$ cat config.mk
export PLATFORM = sky130hd
export DESIGN_NAME = crc_record_framer
export DESIGN_NICKNAME = d
export VERILOG_FILES = /design/src/rtl/crf_pkg.sv /design/src/rtl/crc_record_framer.sv /design/src/rtl/crf_seq_crc.sv
export SDC_FILE = /design/constraint.sdc
export NUM_CORES = 1
export LEC_CHECK = 0
export BUFFER_PORTS_ARGS = -buffer_cell sky130_fd_sc_hd__buf_2
export CORE_ASPECT_RATIO = 0.5
export CORE_UTILIZATION = 25
export DETAILED_ROUTE_END_ITERATION = 8
export PLACE_DENSITY = 0.43
export SYNTH_ARGS = -nofsm -noshare
export SYNTH_HDL_FRONTEND = slang
export SYNTH_SLANG_ARGS = --single-unit
$ cat constraint.sdc
create_clock -name i_clk -period 8.6 [get_ports i_clk]
set_clock_uncertainty 0.15 [all_clocks]
set_input_delay 1.29 -clock i_clk [delete_from_list [all_inputs] [get_ports i_clk]]
set_output_delay 1.29 -clock i_clk [all_outputs]
set_load 0.01 [all_outputs]
$ cat src/rtl/crf_pkg.sv
// crf_pkg: shared types, codes and the crc-32 byte update for the record framer
// no dependencies; imported by crf_seq_crc and crc_record_framer
`default_nettype none

package crf_pkg;

    // framing constants
    localparam int unsigned MaxPacket   = 512;
    localparam int unsigned HeaderBytes = 12;
    localparam int unsigned MaxResults  = 10;

    localparam logic [31:0] CrcPoly = 32'hEDB8_8320;
    localparam logic [31:0] CrcInit = 32'hFFFF_FFFF;

    // configuration register indexes
    localparam logic [1:0] RegEnable     = 2'd0;
    localparam logic [1:0] RegDeployment = 2'd1;
    localparam logic [1:0] RegSegLimit   = 2'd2;
    localparam logic [1:0] RegSyncEvery  = 2'd3;

    // input commands
    localparam logic CmdStart = 1'b0;
    localparam logic CmdData  = 1'b1;

    typedef enum logic [2:0] {
        KIND_LEN  = 3'd0,
        KIND_SEQ  = 3'd1,
        KIND_PAY  = 3'd2,
        KIND_CRC  = 3'd3,
        KIND_NONE = 3'd4
    } t_kind;

    typedef enum logic [2:0] {
        ERR_OK        = 3'd0,
        ERR_DISABLED  = 3'd1,
        ERR_TOO_LONG  = 3'd2,
        ERR_NO_RECORD = 3'd3,
        ERR_BUSY      = 3'd4
    } t_err;

    // one buffered result word
    typedef struct packed {
        logic [7:0] data;
        t_kind      kind;
        logic       opens;
        logic       sync;
        t_err       err;
    } t_res;

    // reflected crc-32, one byte
    function automatic logic [31:0] crc_byte(input logic [31:0] crc, input logic [7:0] b);
        logic [31:0] c;
        c = crc ^ {24'd0, b};
        for (int i = 0; i < 8; i++) begin
            c = (c >> 1) ^ (c[0] ? CrcPoly : 32'd0);
        end
        return c;
    endfunction

endpackage

`default_nettype wire

$ cat src/rtl/crc_record_framer.sv
// crc_record_framer: frames packets into archive records with length, sequence and crc-32
// depends on crf_pkg and crf_seq_crc
//
// usage
//   slave stream: tuser is the command (0 start, 1 data), tdata carries the
//   packet length and the payload byte. master stream: one framed byte per
//   word, tuser gives its kind, tlast marks the last word caused by one input
//   word. configuration goes in through a plain write port; the user must
//   write it only while idle, the block does not enforce this. an input word
//   waits in the input register until the sequence crc is ready and the
//   result buffer is empty or on its last word, then is decoded into the
//   buffer, which drains one word per cycle while the receiver is ready. a
//   data word gives one result word, a start six (ten for an empty record),
//   the last data word of a record five and a rejected word one.
// reset
//   registers return to their reset values and the sequence crc is worked
//   out over the four sequence bytes; no word is decoded until that is done,
//   though the input register may already take one word.
// stalls
//   while the receiver holds off, the buffer keeps its words and the input
//   register still takes one further word.
`default_nettype none

module crc_record_framer (
    input  wire logic        i_clk,
    input  wire logic        i_rst_n,
    // configuration write port
    input  wire logic        i_cfg_we,
    input  wire logic [1:0]  i_cfg_idx,
    input  wire logic [31:0] i_cfg_data,
    // slave stream
    input  wire logic        s_axis_tvalid,
    output logic             s_axis_tready,
    input  wire logic [23:0] s_axis_tdata,  // packet_length[15:0], data_byte[23:16]
    input  wire logic        s_axis_tuser,  // cmd
    // master stream
    output logic             m_axis_tvalid,
    input  wire logic        m_axis_tready,
    output logic [47:0]      m_axis_tdata,  // out_byte[7:0], opens_segment[8], sync_now[9],
                                            // error[12:10], dropped_count[44:13], zero pad
    output logic [2:0]       m_axis_tuser,  // byte_kind
    output logic             m_axis_tlast
);
    import crf_pkg::*;

    // configuration
    logic        r_enable;
    logic        r_dep;
    logic [31:0] r_limit;
    logic [15:0] r_sync_every;

    // block state
    logic [31:0] r_seq;
    logic [31:0] r_crc;
    logic [15:0] r_left;
    logic        r_in_record;
    logic        r_seg_open;
    logic [31:0] r_seg_bytes;
    logic [15:0] r_since;
    logic [31:0] r_drop;

    // input register
    logic        r_in_valid;
    logic        r_in_cmd;
    logic [15:0] r_in_len;
    logic [7:0]  r_in_byte;

    // result buffer, head at entry 0
    t_res        r_buf [MaxResults];
    logic [3:0]  r_cnt;

    // next values from the decode
    t_res        n_buf [MaxResults];
    logic [3:0]  n_cnt;
    logic [31:0] n_seq;
    logic [31:0] n_crc;
    logic [15:0] n_left;
    logic        n_in_record;
    logic        n_seg_open;
    logic [31:0] n_seg_bytes;
    logic [15:0] n_since;
    logic [31:0] n_drop;
    logic        n_kick;

    logic        w_in_fire;
    logic        w_out_fire;
    logic        w_load;
    logic        w_crc_busy;
    logic [31:0] w_seq_crc;

    assign w_out_fire = m_axis_tvalid && m_axis_tready;
    // decode when the seq crc is done and the buffer is empty or hands over its last word
    assign w_load = r_in_valid && !w_crc_busy
                    && (r_cnt == 4'd0 || (r_cnt == 4'd1 && w_out_fire));
    assign s_axis_tready = !r_in_valid || w_load;
    assign w_in_fire = s_axis_tvalid && s_axis_tready;

    crf_seq_crc u_seq_crc (
        .i_clk   (i_clk),
        .i_rst_n (i_rst_n),
        .i_kick  (n_kick && w_load),
        .i_seq   (r_seq),
        .o_busy  (w_crc_busy),
        .o_crc   (w_seq_crc)
    );

    // configuration writes
    always_ff @(posedge i_clk) begin
        if (!i_rst_n) begin
            r_enable     <= 1'b0;
            r_dep        <= 1'b0;
            r_limit      <= 32'd65536;
            r_sync_every <= 16'd16;
        end else if (i_cfg_we) begin
            case (i_cfg_idx)
                RegEnable:     r_enable     <= i_cfg_data[0];
                RegDeployment: r_dep        <= i_cfg_data[0];
                RegSegLimit:   r_limit      <= i_cfg_data;
                RegSyncEvery:  r_sync_every <= i_cfg_data[15:0];
                default: begin
                end
            endcase
        end
    end

    // input register
    always_ff @(posedge i_clk) begin
        if (!i_rst_n) begin
            r_in_valid <= 1'b0;
        end else if (w_in_fire) begin
            r_in_valid <= 1'b1;
        end else if (w_load) begin
            r_in_valid <= 1'b0;
        end
    end

    always_ff @(posedge i_clk) begin
        if (w_in_fire) begin
            r_in_cmd  <= s_axis_tuser;
            r_in_len  <= s_axis_tdata[15:0];
            r_in_byte <= s_axis_tdata[23:16];
        end
    end

    // decode of one word: state update and its burst of results
    always_comb begin
        logic [16:0] size;
        logic        close;
        logic        opens;
        logic [15:0] since_base;
        logic [15:0] since_inc;
        logic        sync;
        logic        finish;
        logic [31:0] fin_crc;
        logic [31:0] data_crc;
        logic [15:0] left_dec;

        for (int i = 0; i < MaxResults; i++) begin
            n_buf[i] = '{data: 8'd0, kind: KIND_NONE, opens: 1'b0, sync: 1'b0, err: ERR_OK};
        end
        n_cnt       = 4'd1;
        n_seq       = r_seq;
        n_crc       = r_crc;
        n_left      = r_left;
        n_in_record = r_in_record;
        n_seg_open  = r_seg_open;
        n_seg_bytes = r_seg_bytes;
        n_since     = r_since;
        n_drop      = r_drop;
        n_kick      = 1'b0;

        // segment fill check, compared without wrap
        size  = 17'd10 + {1'b0, r_in_len};
        close = r_seg_open
                && (({1'b0, r_seg_bytes} + {16'd0, size}) > {1'b0, r_limit});
        opens = !r_seg_open || close;

        data_crc = crc_byte(r_crc, r_in_byte);
        left_dec = r_left - 16'd1;
        finish   = 1'b0;
        fin_crc  = 32'd0;

        if (r_in_cmd == CmdStart) begin
            since_base = opens ? 16'd0 : r_since;
        end else begin
            since_base = r_since;
        end
        since_inc = since_base + 16'd1;
        sync      = r_dep || (since_inc >= r_sync_every);

        if (r_in_cmd == CmdStart) begin
            if (r_in_record || !r_enable || ({16'd0, r_in_len} > 32'(MaxPacket))) begin
                n_drop = r_drop + 32'd1;
                if (r_in_record) begin
                    n_buf[0].err = ERR_BUSY;
                end else if (!r_enable) begin
                    n_buf[0].err = ERR_DISABLED;
                end else begin
                    n_buf[0].err = ERR_TOO_LONG;
                end
            end else begin
                n_seg_open  = 1'b1;
                n_seg_bytes = (opens ? 32'(HeaderBytes) : r_seg_bytes) + {15'd0, size};
                n_since     = since_base;
                n_buf[0]    = '{data: r_in_len[15:8], kind: KIND_LEN, opens: opens,
                                sync: 1'b0, err: ERR_OK};
                n_buf[1]    = '{data: r_in_len[7:0], kind: KIND_LEN, opens: 1'b0,
                                sync: 1'b0, err: ERR_OK};
                for (int i = 0; i < 4; i++) begin
                    n_buf[2 + i] = '{data: r_seq[8 * (3 - i) +: 8], kind: KIND_SEQ,
                                     opens: 1'b0, sync: 1'b0, err: ERR_OK};
                end
                n_seq       = r_seq + 32'd1;
                n_kick      = 1'b1;
                n_crc       = w_seq_crc;
                n_left      = r_in_len;
                n_in_record = 1'b1;
                n_cnt       = 4'd6;
                if (r_in_len == 16'd0) begin
                    // empty record closes at once
                    finish  = 1'b1;
                    fin_crc = ~w_seq_crc;
                    for (int i = 0; i < 4; i++) begin
                        n_buf[6 + i] = '{data: fin_crc[8 * (3 - i) +: 8], kind: KIND_CRC,
                                         opens: 1'b0, sync: 1'b0, err: ERR_OK};
                    end
                    n_buf[9].sync = sync;
                    n_cnt         = 4'd10;
                end
            end
        end else begin
            if (!r_in_record) begin
                n_buf[0].err = ERR_NO_RECORD;
            end else begin
                n_crc    = data_crc;
                n_left   = left_dec;
                n_buf[0] = '{data: r_in_byte, kind: KIND_PAY, opens: 1'b0,
                             sync: 1'b0, err: ERR_OK};
                if (left_dec == 16'd0) begin
                    finish  = 1'b1;
                    fin_crc = ~data_crc;
                    for (int i = 0; i < 4; i++) begin
                        n_buf[1 + i] = '{data: fin_crc[8 * (3 - i) +: 8], kind: KIND_CRC,
                                         opens: 1'b0, sync: 1'b0, err: ERR_OK};
                    end
                    n_buf[4].sync = sync;
                    n_cnt         = 4'd5;
                end
            end
        end

        if (finish) begin
            n_since     = sync ? 16'd0 : since_inc;
            n_crc       = CrcInit;
            n_in_record = 1'b0;
        end
    end

    // state registers, updated when a word is decoded
    always_ff @(posedge i_clk) begin
        if (!i_rst_n) begin
            r_seq       <= 32'd0;
            r_crc       <= CrcInit;
            r_left      <= 16'd0;
            r_in_record <= 1'b0;
            r_seg_open  <= 1'b0;
            r_seg_bytes <= 32'd0;
            r_since     <= 16'd0;
            r_drop      <= 32'd0;
        end else if (w_load) begin
            r_seq       <= n_seq;
            r_crc       <= n_crc;
            r_left      <= n_left;
            r_in_record <= n_in_record;
            r_seg_open  <= n_seg_open;
            r_seg_bytes <= n_seg_bytes;
            r_since     <= n_since;
            r_drop      <= n_drop;
        end
    end

    // result buffer count
    always_ff @(posedge i_clk) begin
        if (!i_rst_n) begin
            r_cnt <= 4'd0;
        end else if (w_load) begin
            r_cnt <= n_cnt;
        end else if (w_out_fire) begin
            r_cnt <= r_cnt - 4'd1;
        end
    end

    // result buffer payload, shifts towards the head
    always_ff @(posedge i_clk) begin
        if (w_load) begin
            for (int i = 0; i < MaxResults; i++) begin
                r_buf[i] <= n_buf[i];
            end
        end else if (w_out_fire) begin
            for (int i = 0; i < MaxResults - 1; i++) begin
                r_buf[i] <= r_buf[i + 1];
            end
        end
    end

    // master stream; drop count follows the word whose burst is on show
    assign m_axis_tvalid = (r_cnt != 4'd0);
    assign m_axis_tlast  = (r_cnt == 4'd1);
    assign m_axis_tuser  = r_buf[0].kind;
    assign m_axis_tdata  = {3'd0, r_drop, r_buf[0].err, r_buf[0].sync,
                            r_buf[0].opens, r_buf[0].data};

    // sync only ever rides on the final crc word of a burst
    a_sync_on_crc: assert property (@(posedge i_clk) disable iff (!i_rst_n)
        (m_axis_tvalid && r_buf[0].sync) |-> (r_buf[0].kind == KIND_CRC && m_axis_tlast))
        else $error("sync flag away from final crc word");

    // segment opening flagged only on a length word
    a_opens_on_len: assert property (@(posedge i_clk) disable iff (!i_rst_n)
        (m_axis_tvalid && r_buf[0].opens) |-> (r_buf[0].kind == KIND_LEN))
        else $error("segment open flag on a non-length word");

    // an open record always has payload still to come
    a_record_left: assert property (@(posedge i_clk) disable iff (!i_rst_n)
        r_in_record |-> (r_left != 16'd0))
        else $error("record open with no bytes left");

    // a decode always leaves words in the result buffer
    a_load_drained: assert property (@(posedge i_clk) disable iff (!i_rst_n)
        w_load |=> (r_cnt != 4'd0))
        else $error("decode left an empty result buffer");

endmodule

`default_nettype wire

$ cat src/rtl/crf_seq_crc.sv
// crf_seq_crc: precomputes the crc over the four big-endian sequence bytes
// one byte per cycle, most significant first; uses crf_pkg
`default_nettype none

module crf_seq_crc (
    input  wire logic        i_clk,
    input  wire logic        i_rst_n,
    input  wire logic        i_kick,
    input  wire logic [31:0] i_seq,
    output logic             o_busy,
    output logic [31:0]      o_crc
);
    import crf_pkg::*;

    logic        r_busy;
    logic [1:0]  r_idx;
    logic [31:0] r_acc;
    logic [7:0]  w_byte;

    // most significant byte first
    assign w_byte = i_seq[{~r_idx, 3'b000} +: 8];

    always_ff @(posedge i_clk) begin
        if (!i_rst_n) begin
            r_busy <= 1'b1;
            r_idx  <= 2'd0;
            r_acc  <= CrcInit;
        end else if (i_kick) begin
            r_busy <= 1'b1;
            r_idx  <= 2'd0;
            r_acc  <= CrcInit;
        end else if (r_busy) begin
            r_acc <= crc_byte(r_acc, w_byte);
            r_idx <= r_idx + 2'd1;
            if (r_idx == 2'd3) begin
                r_busy <= 1'b0;
            end
        end
    end

    assign o_busy = r_busy;
    assign o_crc  = r_acc;

endmodule

`default_nettype wire

# --- Word-level counts from Yosys, hierarchy flattened ---
# Memories as Yosys holds them, arrays and structs flattened.
# Cells that the tools add are included.
classes:
  add_sub_neg: 9
  mul: 0
  div: 0
  order_cmp: 3
  n_eq_ne: 11
  n_shift: 1
  mux: 77
  n_bitwise: 33
  reduce_logical: 34
op_table:
  columns: ["cell", "count"]
  rows:
  - ["32-bit two-way mux", 21]
  - ["31-bit by 32-bit XOR with 32-bit output", 16]
  - ["16-bit two-way mux", 18]
  - ["64-bit two-way mux", 3]
  - ["80-bit two-way mux", 2]
  - ["144-bit two-way mux", 1]
  - ["32-bit by 1-bit adder with 32-bit output (second input constant)", 2]
  - ["32-bit NOT", 2]
  - ["32-bit by 8-bit XOR with 32-bit output", 2]
  - ["32-bit by 17-bit adder with 33-bit output", 1]
  - ["33-bit by 32-bit > comparator with 1-bit output", 1]
  - ["32-bit by 17-bit adder with 32-bit output", 1]
  - ["16-bit zero test", 2]
  - ["32-bit by 6-bit indexed part select with 8-bit output", 1]
  - ["13-bit two-way mux", 2]
  - ["4-bit two-way mux", 5]
  - ["1-bit two-way mux", 19]
  - ["4-bit by 16-bit adder with 17-bit output (first input constant)", 1]
  - ["16-bit by 1-bit adder with 16-bit output (second input constant)", 1]
  - ["16-bit >= comparator", 1]
  - ["16-bit by 10-bit > comparator with 1-bit output (second input constant)", 1]
  - ["16-bit by 1-bit subtractor with 16-bit output (second input constant)", 1]
  - ["3-bit AND reduction", 5]
  - ["3-bit two-way mux", 4]
  - ["other kinds (21)", 55]
totals:
  register_bits: 277
  latch_bits: 0
  ram_bits: 160
  romBits: 0
  input_bits: 64
  out_inout_bits: 54
  memories: 1
memory_table:
  columns: ["memory", "depth", "width", "read_ports", "rd_clocked_by_memory_dff", "write_ports", "line", "text"]
  rows:
  - ["r_buf", 10, 16, 10, 0, 10, "crc_record_framer.sv:69", "t_res r_buf [MaxResults];"]

# --- Longest topological paths before layout ---
# Gate-level depths: netlist (run 1).
depth:
  ltp_word: 22
  mapped_depth: 39
  depth_no_buf: 36

# --- By module ---
# Synthesis (run 1) repeated with hierarchy kept, for this count alone.
unflattened:
  hier_cells: 2539
  area_unflattened_um2: 22531.6
modules_own_cells:
  columns: ["module", "instances", "cells_per_inst", "area_per_inst_um2"]
  rows:
  - ["crc_record_framer", 1, 2317, 20274.4]
  - ["crf_seq_crc", 1, 222, 2257.2]

# --- Worst setup path before layout (run 1) ---
# OpenSTA, ideal clock, no wires.
synth_path:
  kind: "reg2reg"
  start: "reg r_in_len[1]"
  end: "reg r_since[6]"
  setup_time_ps: 70
  t_arrival_ps: 7521
  required_ps: 8380
  path_slack_ps: 858
  path_stages_with_launch: 38
  synth_period_minus_slack_ps: 7742
  path_cell_list: "edfxtp_1 ha_1 nor2_1 or3_1 xnor2_1 ha_1 o21a_1 o21ai_0 o31ai_1 a21boi_0 o21ai_0 and3_1 nand2_1 xnor2_1 ha_1 nand4_1 nor4_1 a31oi_1 [2 not listed] a21oi_2 buf_2 nor2b_1 ha_1 and3_1 nand3_1 nor2_1 xnor2_1 nor2_1 ha_1 a21o_1 a211o_1 a41oi_1 nand2_1 clkbuf_1 nor4_1 o22ai_1 a21oi_1"
synth_between:
  elab_chain_cells: 12
  elab_cells_between_ends: 23
  cone_classes: "add/sub (3); order compare (3); eq/ne (2); mux (9); reduce/logical (6)"
synth_rtl:
  columns: ["element", "line", "text"]
  rows:
  - ["from (decl)", "crc_record_framer.sv:65", "logic [15:0] r_in_len;"]
  - ["from (signal assigned)", "crc_record_framer.sv:140", "r_in_len <= s_axis_tdata[15:0];"]
  - ["4-bit by 16-bit adder with 17-bit output", "crc_record_framer.sv:173", "size = 17'd10 + {1'b0, r_in_len};"]
  - ["32-bit by 17-bit adder with 33-bit output", "crc_record_framer.sv:175", "&& (({1'b0, r_seg_bytes} + {16'd0, size}) > {1'b0, r_limit});"]
  - ["33-bit by 32-bit > comparator with 1-bit output", "crc_record_framer.sv:175", null]
  - ["1-bit logical AND", "crc_record_framer.sv:175", null]
  - ["1-bit logical OR", "crc_record_framer.sv:176", "opens = !r_seg_open || close;"]
  - ["16-bit two-way mux", "crc_record_framer.sv:184", "since_base = opens ? 16'd0 : r_since;"]
  - ["16-bit two-way mux", "crc_record_framer.sv:183", "if (r_in_cmd == CmdStart) begin"]
  - ["16-bit by 1-bit adder with 16-bit output", "crc_record_framer.sv:188", "since_inc = since_base + 16'd1;"]
  - ["16-bit >= comparator", "crc_record_framer.sv:189", "sync = r_dep || (since_inc >= r_sync_every);"]
  - ["1-bit logical OR", "crc_record_framer.sv:189", null]
  - ["16-bit two-way mux", "crc_record_framer.sv:253", "n_since = sync ? 16'd0 : since_inc;"]
  - ["16-bit two-way mux", "crc_record_framer.sv:252", "if (finish) begin"]
  - ["to (signal assigned)", "crc_record_framer.sv:277", "r_since <= n_since;"]
  - ["to (decl)", "crc_record_framer.sv:59", "logic [15:0] r_since;"]
# Parallel ways exist; a longest one is shown, timed or not. The select of a mux whose other input is x is not followed.
# A chain may end at the register's enable or synchronous reset.

# --- Final worst setup path (run 1) ---
layout_path:
  start: "reg r_in_len[6]"
  end: "reg r_since[2]"
# The elaborated chain is that of the path after synthesis.

==> metrics, run 1 <==
Yosys cell types 88; crit path DAT 8.38 ns; asr flop ratio synth 0%; share of layout cells above drive strength 1 11.5%; WL final 71,500 um; TritonCTS Buffers 43; Remaining DRCs 0; largest net degree at the start of global routing 77; num rows 76; Area Overhead vs Synth 15.6%; Post-Synth Simple-Gate Area 20.0%; ANT nets after route 0; # IOs 118; mux contribution to synthesized area 1.14%; Largest stage delay, worst path 0.43 ns; Die Span X 421 um; Final Non-Filler Cells 3,779; Psw 2.08 mW; total grt overflow 0; GPL Wtd Cong 0.839; dominant synthesized flop cell dfxtp_1; top achievable clock speed 0.124 GHz; Worst slew margin 21.4%; root buffer cell clkbuf_16; clock power share 32.0%; crit-path max FO 9; Period Utilization, post-route 93.5%; Post-Synthesis Cell Area 0.0220 mm^2; sequential share of power 41.6%; initial antenna violation count 0; DR vias/cell 4.87; Data required, critical path 8.95 ns; post-synthesis compound-gate area fraction 15.8%; Int Pwr 4.14 mW; post-synthesis sequential area ratio 42.7%; worst-case clock buffer depth 3; Die Ht 212 um; Yosys reg bits 397; Mapped Avg Cell Area 8.79 um^2; Die ar. 0.0892 mm^2; min cycle time layout 8.04 ns; power per cell area 245 mW/mm^2; core area 0.0865 mm^2; Overall Power 6.22 mW; switching part of the total 33.5%; Max H-tree Level 2; Port Buffers 114; number of synthesized flops with an enable pin 145; final setup violation count 0; Critical-path top delay cell edfxtp_1; Hold Worst Slack 0.305 ns; LEAKAGE 9.47 nW; cell count after placement 3,695; fin area 0.0254 mm^2; final HPWL from detailed placement 50,100 um; Crit. End Element register; TritonCTS clock tree yes; DP Area 0.0238 mm^2; Starting Density 25.4%; vias in the first global route 17,600; Worst-Skew Late Latency 0.61 ns; DRT iter0 DRCs 1,386; adder and majority gate portion of the synthesized area 5.47%; final hold violations 0; routed vias 18,400; main combinational cell family by area after synthesis simple AND/OR/NAND/NOR gates; Yosys warning total 0; Peak VDD IR 0.155 mV; combinational fraction of design power 26.4%; startpoint class of the critical path register; Total GRT Usage 15.7%; fin nets 2,733; Slew @ Worst Pin 1.18 ns; first-pass GRT wire length 109,000 um; synthesized instance count 2,501; crit path kind register to register; TNS Setup 0 ns; clock slew at reported path FFs 0.07 ns; status finished, final reports clean; n_diodes 0; Max-Cap Viols 0; drt pass-1 iters 6; Sink Count 397; Synth Area in XOR/XNOR 10.4%; Final Max Tran Viols 0; Worst Hold Class register to register; Routed wire per std cell 18.9 um
power groups by stage:
stage	Sequential, mW	Combinational (mW)	Clock, mW
6_report	2.59	1.64	1.99
5_1_grt	2.63	1.84	2.12
4_1_cts	2.59	1.66	2.04
3_5_place_dp	2.63	1.65	0
3_3_place_gp	2.63	1.65	0
2_1_floorplan	2.56	1.23	0
layer usage:
metal | wire length [um] | vias up | share of wire (%) | global-route usage (%)
met5 | 0 | - | 0 | 0
met4 | 1390 | 0 | 1.9 | 3.87
met3 | 2950 | 81 | 4.1 | 2.24
met2 | 32300 | 352 | 45 | 25.2
met1 | 34900 | 9017 | 49 | 22.1
li1 | - | 8951 | - | -
kinds of logic after synthesis:
logic type | Yosys count
simple gates | 957
compound gates | 550
flops | 397
xor+xnor | 254
buf+inv | 232
fa+ha+maj | 95
mux | 15
other cells | 1
Yosys cell counts, types with 8 or more instances:
| cell type | n | share of area (%) |
|---|---|---|
| inv_1 | 81 | 1.4 |
| a31oi_1 | 12 | 0.34 |
| a21o_1 | 33 | 1.1 |
| ha_1 | 93 | 5.3 |
| nor2b_1 | 8 | 0.23 |
| nor3_1 | 27 | 0.61 |
| clkbuf_1 | 107 | 1.8 |
| nand2_1 | 380 | 6.5 |
| and4_1 | 9 | 0.36 |
| o211ai_1 | 8 | 0.27 |
| a221oi_1 | 38 | 1.5 |
| a21oi_1 | 179 | 4.1 |
| buf_4 | 20 | 0.68 |
| nand4_1 | 32 | 0.91 |
| nand3_1 | 72 | 1.6 |
| a211oi_1 | 12 | 0.41 |
| o22ai_1 | 41 | 1.2 |
| nor4_1 | 14 | 0.40 |
| o21ai_0 | 128 | 2.9 |
| or3_1 | 29 | 0.83 |
| buf_1 | 9 | 0.15 |
| dfxtp_1 | 252 | 23 |
| o21a_1 | 15 | 0.51 |
| buf_2 | 10 | 0.23 |
| and3_1 | 44 | 1.3 |
| nand2b_1 | 12 | 0.34 |
| edfxtp_1 | 145 | 20 |
| nor2_1 | 254 | 4.3 |
| xnor2_1 | 158 | 6.3 |
| a32o_1 | 11 | 0.50 |
| and2_1 | 34 | 0.97 |
| mux4_2 | 8 | 0.82 |
| xor2_1 | 90 | 3.6 |
cells in the final DEF, fill, tap and decap left out, types with 11 or more instances in the layout:
master	netlist	final
a21o_1	33	32
nand2b_1	12	12
a221oi_1	38	38
a31oi_1	12	12
and2_1	34	33
ha_1	93	93
clkbuf_16	0	45
nor4_1	14	12
edfxtp_1	145	145
a21oi_1	179	176
xor2_1	90	90
a211oi_1	12	12
o21a_1	15	15
clkbuf_1	107	12
buf_4	20	62
nand4_1	32	32
nand2_1	380	378
nor2_1	254	252
o21ai_0	128	127
inv_1	81	81
o22ai_1	41	41
xnor2_1	158	156
buf_2	10	114
and3_1	44	44
nor3_1	27	27
nand3_1	72	71
a32o_1	11	11
dfxtp_1	252	252
or3_1	29	29
stage by stage:
stage	utilization (%)	worst slack, ns
after floorplan	-	0.858
after global placement	27.5	0.302
after detailed placement	27.5	0.0490
after CTS	29.2	0.0425
after global routing	29.4	-0.0222
final	29.4	0.563
final timing paths:
kind,slack (ns),depth (start not counted),start,endpoint
setup / recovery,0.56,39,r_in_len[6],r_since[2]
hold / removal,0.31,2,r_limit[25],r_limit[25]
setup reg to reg,0.56,39,r_in_len[6],r_since[2]
hold reg to reg,0.31,2,r_limit[25],r_limit[25]
layout make-up:
| class | count | area (um^2) |
|---|---|---|
| timing repair buffer | 176 | 1040 |
| tap | 1170 | 1460 |
| fill | 9361 | 61100 |
| sequential | 397 | 9400 |
| clock inverter | 18 | 236 |
| multi-input combinational | 1874 | 11700 |
| inverter | 82 | 310 |
| clock buffer | 62 | 1240 |
critical path: cells and delay by family, from the launching register on:
family                   cells  cell delay, ns
AND/OR/NAND/NOR             15            2.70
AO/OA/AOI/OAI               14            2.52
adder cells (fa/ha/maj)      4            1.17
buffers and inverters        3            0.52
flip-flops                   1            0.43
XOR/XNOR                     3            0.42
timing repair:
item	4_1_cts	5_1_grt
endpoints found under the setup margin	8	24
setup buffers	0	4
hold buffers	0	0
gates resized for setup	2	18
pin swaps	0	2
registers in the layout (all words and copies together), names as in the netlist:
register	count
r_in_valid	1
u_seq_crc.o_busy	1
u_seq_crc.o_crc	32
r_cnt	4
r_left	16
r_in_len	16
r_buf	120
r_enable	1
u_seq_crc.r_idx	2
r_in_byte	8
r_in_record	1
r_seg_open	1
r_limit	32
r_dep	1
r_crc	32
r_drop	32
r_since	16
r_in_cmd	1
r_seq	32
r_seg_bytes	32
r_sync_every	16
(Power assumes the default switching activity.)
==> inputs of run 2 (changes only) <==
SYNTH_HIERARCHICAL = 1   (was default)
==> run 2 against run 1 <==
  * Hold slack lost 0.0023 ns
  * Final area grew 4.1%
  * Count of clock-buffer cells in the layout shrank 5
  * Routed wire length grew 2.0%
  * Maximum frequency shrank 2.8%
  * Die area grew 2.5%
  * Critical path type unchanged
  * Highest routed layer unchanged
==> metrics, run 2 <==
DP Worst Slack -0.237 ns; asr flop ratio synth 0%; power per cell area 241 mW/mm^2; Worst-Skew Late Latency 0.60 ns; Mapped Avg Cell Area 8.87 um^2; ANT nets after route 0; share of layout cells above drive strength 1 14.9%; synthesized instance count 2,539; TritonCTS Buffers 44; TritonCTS clock tree yes; Fillers 9,448; Yosys cell types 98; Max H-tree Level 2; Yosys warning total 6; drt pass-1 iters 5; min cycle time layout 8.27 ns; final setup violation count 0; Hold Crit Depth 2; Post-Synthesis Cell Area 0.0225 mm^2; Reg with most FFs r_buf; crit path kind register to register; most frequent cells in the layout nand2_1, nor2_1, dfxtp_1; Total GRT Usage 15.6%; final hold violations 0; first-pass GRT wire length 111,000 um; initial antenna violation count 3; Post-CTS Hold Fix Bufs 0; FF-to-FF path depth 39; Largest stage delay, worst path 0.50 ns; GPL Wtd Cong 0.865; Final Core Density 29.8%; Routed wire per std cell 18.9 um; Yosys reg bits 397; clock slew at reported path FFs 0.07 ns; n_diodes 0; Port Buffers 114; largest net degree at the start of global routing 81; Die Span X 427 um; Remaining DRCs 0; crit path DAT 8.65 ns; DRT iter0 DRCs 1,250; Die Ht 214 um; Max-Cap Viols 0; most common cell after layout, fill and taps aside nand2_1; post-synthesis sequential area ratio 41.7%; status finished, final reports clean; Hold Worst Slack 0.303 ns; vias in the first global route 17,800; worst-case clock buffer depth 3; max FFs per register 120; Period Utilization, post-route 96.2%; Crit. End Element register; DR vias/cell 4.85; Worst Hold Class register to register; fin nets 2,795; FF+latch area 0.00940 mm^2; Worst slew margin 22.8%; Slew @ Worst Pin 1.15 ns; Area Overhead vs Synth 17.5%; synth cell count leaders nand2_1, nor2_1, dfxtp_1; top-area cell type share of the netlist area 22.4%; num rows 77; final HPWL from detailed placement 51,400 um; routed vias 18,700; crit-path max FO 6; WL final 73,000 um; Starting Density 25.4%; total grt overflow 0; top-count cell post-synth nand2_1; root buffer cell clkbuf_16; LEAKAGE 9.91 nW; Final Worst Setup Slack 0.329 ns; number of synthesized flops with an enable pin 145; core area 0.0888 mm^2; top post-synthesis cells by area dfxtp_1, edfxtp_1, nand2_1, xnor2_1, ha_1; startpoint class of the critical path register; Peak VDD IR 0.167 mV; top achievable clock speed 0.121 GHz; Sink Count 397; Critical-path top delay cell o41a_1; Final Max Tran Viols 0; Die ar. 0.0914 mm^2; Overall Power 6.37 mW; area leader, netlist dfxtp_1; # IOs 118; area taken by multi-input logic gates 0.0124 mm^2; TNS Setup 0 ns; Data required, critical path 8.98 ns; dominant synthesized flop cell dfxtp_1
==> run 2: final timing paths <==
kind	slack, ns	startpoint	end
setup reg to reg	0.33	r_in_len[1]	r_since[14]
setup / recovery	0.33	r_in_len[1]	r_since[14]
hold / removal	0.30	r_sync_every[3]	r_sync_every[3]
hold reg to reg	0.30	r_sync_every[3]	r_sync_every[3]
==> run 2: per-stage QoR <==
step,cell area [um^2],cells
floorplan,22500,2541
CTS,26100,3841
global route,26500,3857
detailed placement,24500,3757
global placement,24500,3757
finish,26500,3857
==> run 2: timing repair <==
item / CTS / global route
setup endpoints to repair: 15 / 24
setup buffers: 2 / 16
gates resized for setup: 3 / 61
pin swaps: 1 / 24
==> run 2: logic make-up after synthesis <==
kind of cell | count (synthesis) | share of synthesized area (%)
other cells | 1 | 0.0166
simple gates | 975 | 20.1
compound gates | 571 | 16.8
mux | 12 | 0.977
fa+ha+maj | 95 | 5.34
flops | 397 | 41.7
buf+inv | 243 | 4.56
xor+xnor | 245 | 10.5
==> run 2: worst max-delay path: cells and delay by family, from the launching register on <==
| family | cells | cell delay, ns |
|---|---|---|
| and+or+nand+nor | 15 | 2.61 |
| buffers and inverters | 3 | 0.47 |
| xor gates and xnor gates | 1 | 0.24 |
| DFF | 1 | 0.45 |
| adders and majority gates | 4 | 1.07 |
| AOI/OAI and AO/OA | 16 | 3.20 |
==> run 2: cell type report <==
cell class / instances / area share [%]
flip-flops and latches: 397 / 35.5
clock buffers: 57 / 4.69
inverters: 84 / 1.20
clock inverters: 25 / 1.18
well taps: 1185 / 5.60
repair buffers: 208 / 4.85
multi-input cells: 1901 / 47.0
==> run 2: report_power, final <==
| part | total (mW) | switching [mW] | internal (mW) |
|---|---|---|---|
| clock | 2.08 | 0.872 | 1.21 |
| sequential | 2.57 | 0.202 | 2.37 |
| combinational | 1.72 | 1.07 | 0.645 |
| total | 6.37 | 2.14 | 4.23 |
==> run 2: layer usage <==
metal  vias to the layer above  wire length (um)  global-route usage (%)
met1                      9017             35400                    22.7
met4                         0              1730                    4.27
li1                       9179                 -                       -
met2                       409             32400                    23.9
met3                        93              3520                    2.21
met5                         -                 0                       0
==> inputs of run 3 (changes only) <==
CELL_PAD_IN_SITES_DETAIL_PLACEMENT = 1   (was default)
CELL_PAD_IN_SITES_GLOBAL_PLACEMENT = 1   (was default)
PLACE_DENSITY = 0.52   (was 0.43)
==> run 3 against run 2 <==
  * Critical path depth fell by 3
  * Combinational power barely moved
  * Global-route usage is 1.2 points higher
  * Count of clock-buffer cells in the layout fell by 1
  * Final area fell by 0.66%
  * Sequential power hardly changed
==> metrics, run 3 (same netlist as run 2, synthesis figures left out) <==
buffers and inverters on the worst path 0; Die Ht 214 um; family with the most delay on the worst path simple AND/OR/NAND/NOR gates; min cycle time layout 8.19 ns; Hold Crit Depth 2; largest net degree at the start of global routing 69; share of layout cells above drive strength 1 14.3%; max FFs per register 120; most common cell after layout, fill and taps aside nand2_1; core area 0.0888 mm^2; Top cell by count, worst path ha_1; Hold Startpoint r_limit[30]; status finished, final reports clean; LEAKAGE 9.82 nW; initial antenna violation count 4; DP Area 0.0245 mm^2; launching point of the worst reg2reg path r_in_len[2]; FF-to-FF path depth 36; DR vias/cell 4.90; clock slew at reported path FFs 0.06 ns; Routed wire per std cell 20.3 um; TritonCTS clock tree yes; power per cell area 242 mW/mm^2; Die ar. 0.0914 mm^2; WP depth 36; crit-path max FO 6; Sink Count 397; Final Max Tran Viols 0; Data required, critical path 8.99 ns; Slew @ Worst Pin 1.16 ns; Remaining DRCs 0; first-pass GRT wire length 120,000 um; GPL Wtd Cong 0.821; Worst slew margin 22.6%; Area Overhead vs Synth 16.7%; crit path kind register to register; Crit. End Element register; final HPWL from detailed placement 55,300 um; worst-case clock buffer depth 3; Worst-Skew Late Latency 0.62 ns; crit path from r_in_len[2]; Period Utilization, post-route 95.2%; Peak VDD IR 0.187 mV; drt pass-1 iters 5; DRT iter0 DRCs 1,016; Final Worst Setup Slack 0.411 ns; startpoint class of the critical path register; Post-CTS Hold Fix Bufs 0; fin nets 2,784; Port Buffers 114; Starting Density 25.4%; num rows 77; most frequent cells in the layout nand2_1, nor2_1, dfxtp_1; Total GRT Usage 16.9%; DP Worst Slack -0.353 ns; routed vias 18,800; TritonCTS Buffers 45; fin area 0.0263 mm^2; root buffer cell clkbuf_16; ANT nets after route 0; Largest stage delay, worst path 0.47 ns; top achievable clock speed 0.122 GHz; Worst Hold Class register to register; # IOs 118; Max H-tree Level 2; crit path DAT 8.58 ns; Critical-path top delay cell or3_4; final hold violations 0; WL final 78,000 um; vias in the first global route 19,600; Die Span X 427 um; final setup violation count 0; Max-Cap Viols 0; total grt overflow 0; Reg with most FFs r_buf
## run 3: power by group
part	leakage, nW	switching [mW]	internal [mW]
sequential	3.42	0.214	2.37
clock	0.737	0.874	1.16
combinational	5.67	1.10	0.643
## run 3: area by class of cell
cell class                      instances  area [um^2]
Inverter                               84          318
Tap cell                             1185         1480
Antenna cell                            2         5.00
Multi-Input combinational cell       1901        12400
Sequential cell                       397         9400
Timing Repair Buffer                  196         1190
Clock buffer                           56         1220
Clock inverter                         28          287
Fill cell                           10300        62500
## run 3: through the flow
step	hold slack [ns]	util [%]	instances	TNS, ns	total power, mW
4_1_cts	0.309	29.3	3839	0	6.46
2_1_floorplan	0.286	-	2541	0	3.85
3_5_place_dp	0.301	27.6	3754	-4.58	4.38
3_3_place_gp	0.293	27.6	3754	0	4.36
6_report	0.306	29.6	3849	0	6.36
5_1_grt	0.331	29.6	3847	-0.650	6.72
## run 3: tightest hold or removal path: stages, from the launching register on
cell	delay, ns
dfxtp_1	0.31
nand2_1	0.05
a21oi_1	0.05
## run 3: timing repair
action / CTS / global route
pin swaps: 1 / 17
buffers inserted: 1 / 8
setup endpoints to repair: 18 / 32
resized for setup: 7 / 50
## run 3: routing by layer
layer	share of wire, %	GRT usage (%)	up-vias
met1	49	23.4	9395
met3	2.8	2.06	84
met4	2.0	4.15	2
met5	0.010	0	-
met2	46	27.6	202
li1	-	-	9165
## run 3: worst paths after layout
check	endpoint	slack, ns
setup / recovery	r_since[8]	0.41
hold reg to reg	r_limit[30]	0.31
hold / removal	r_limit[30]	0.31
setup reg to reg	r_since[8]	0.41
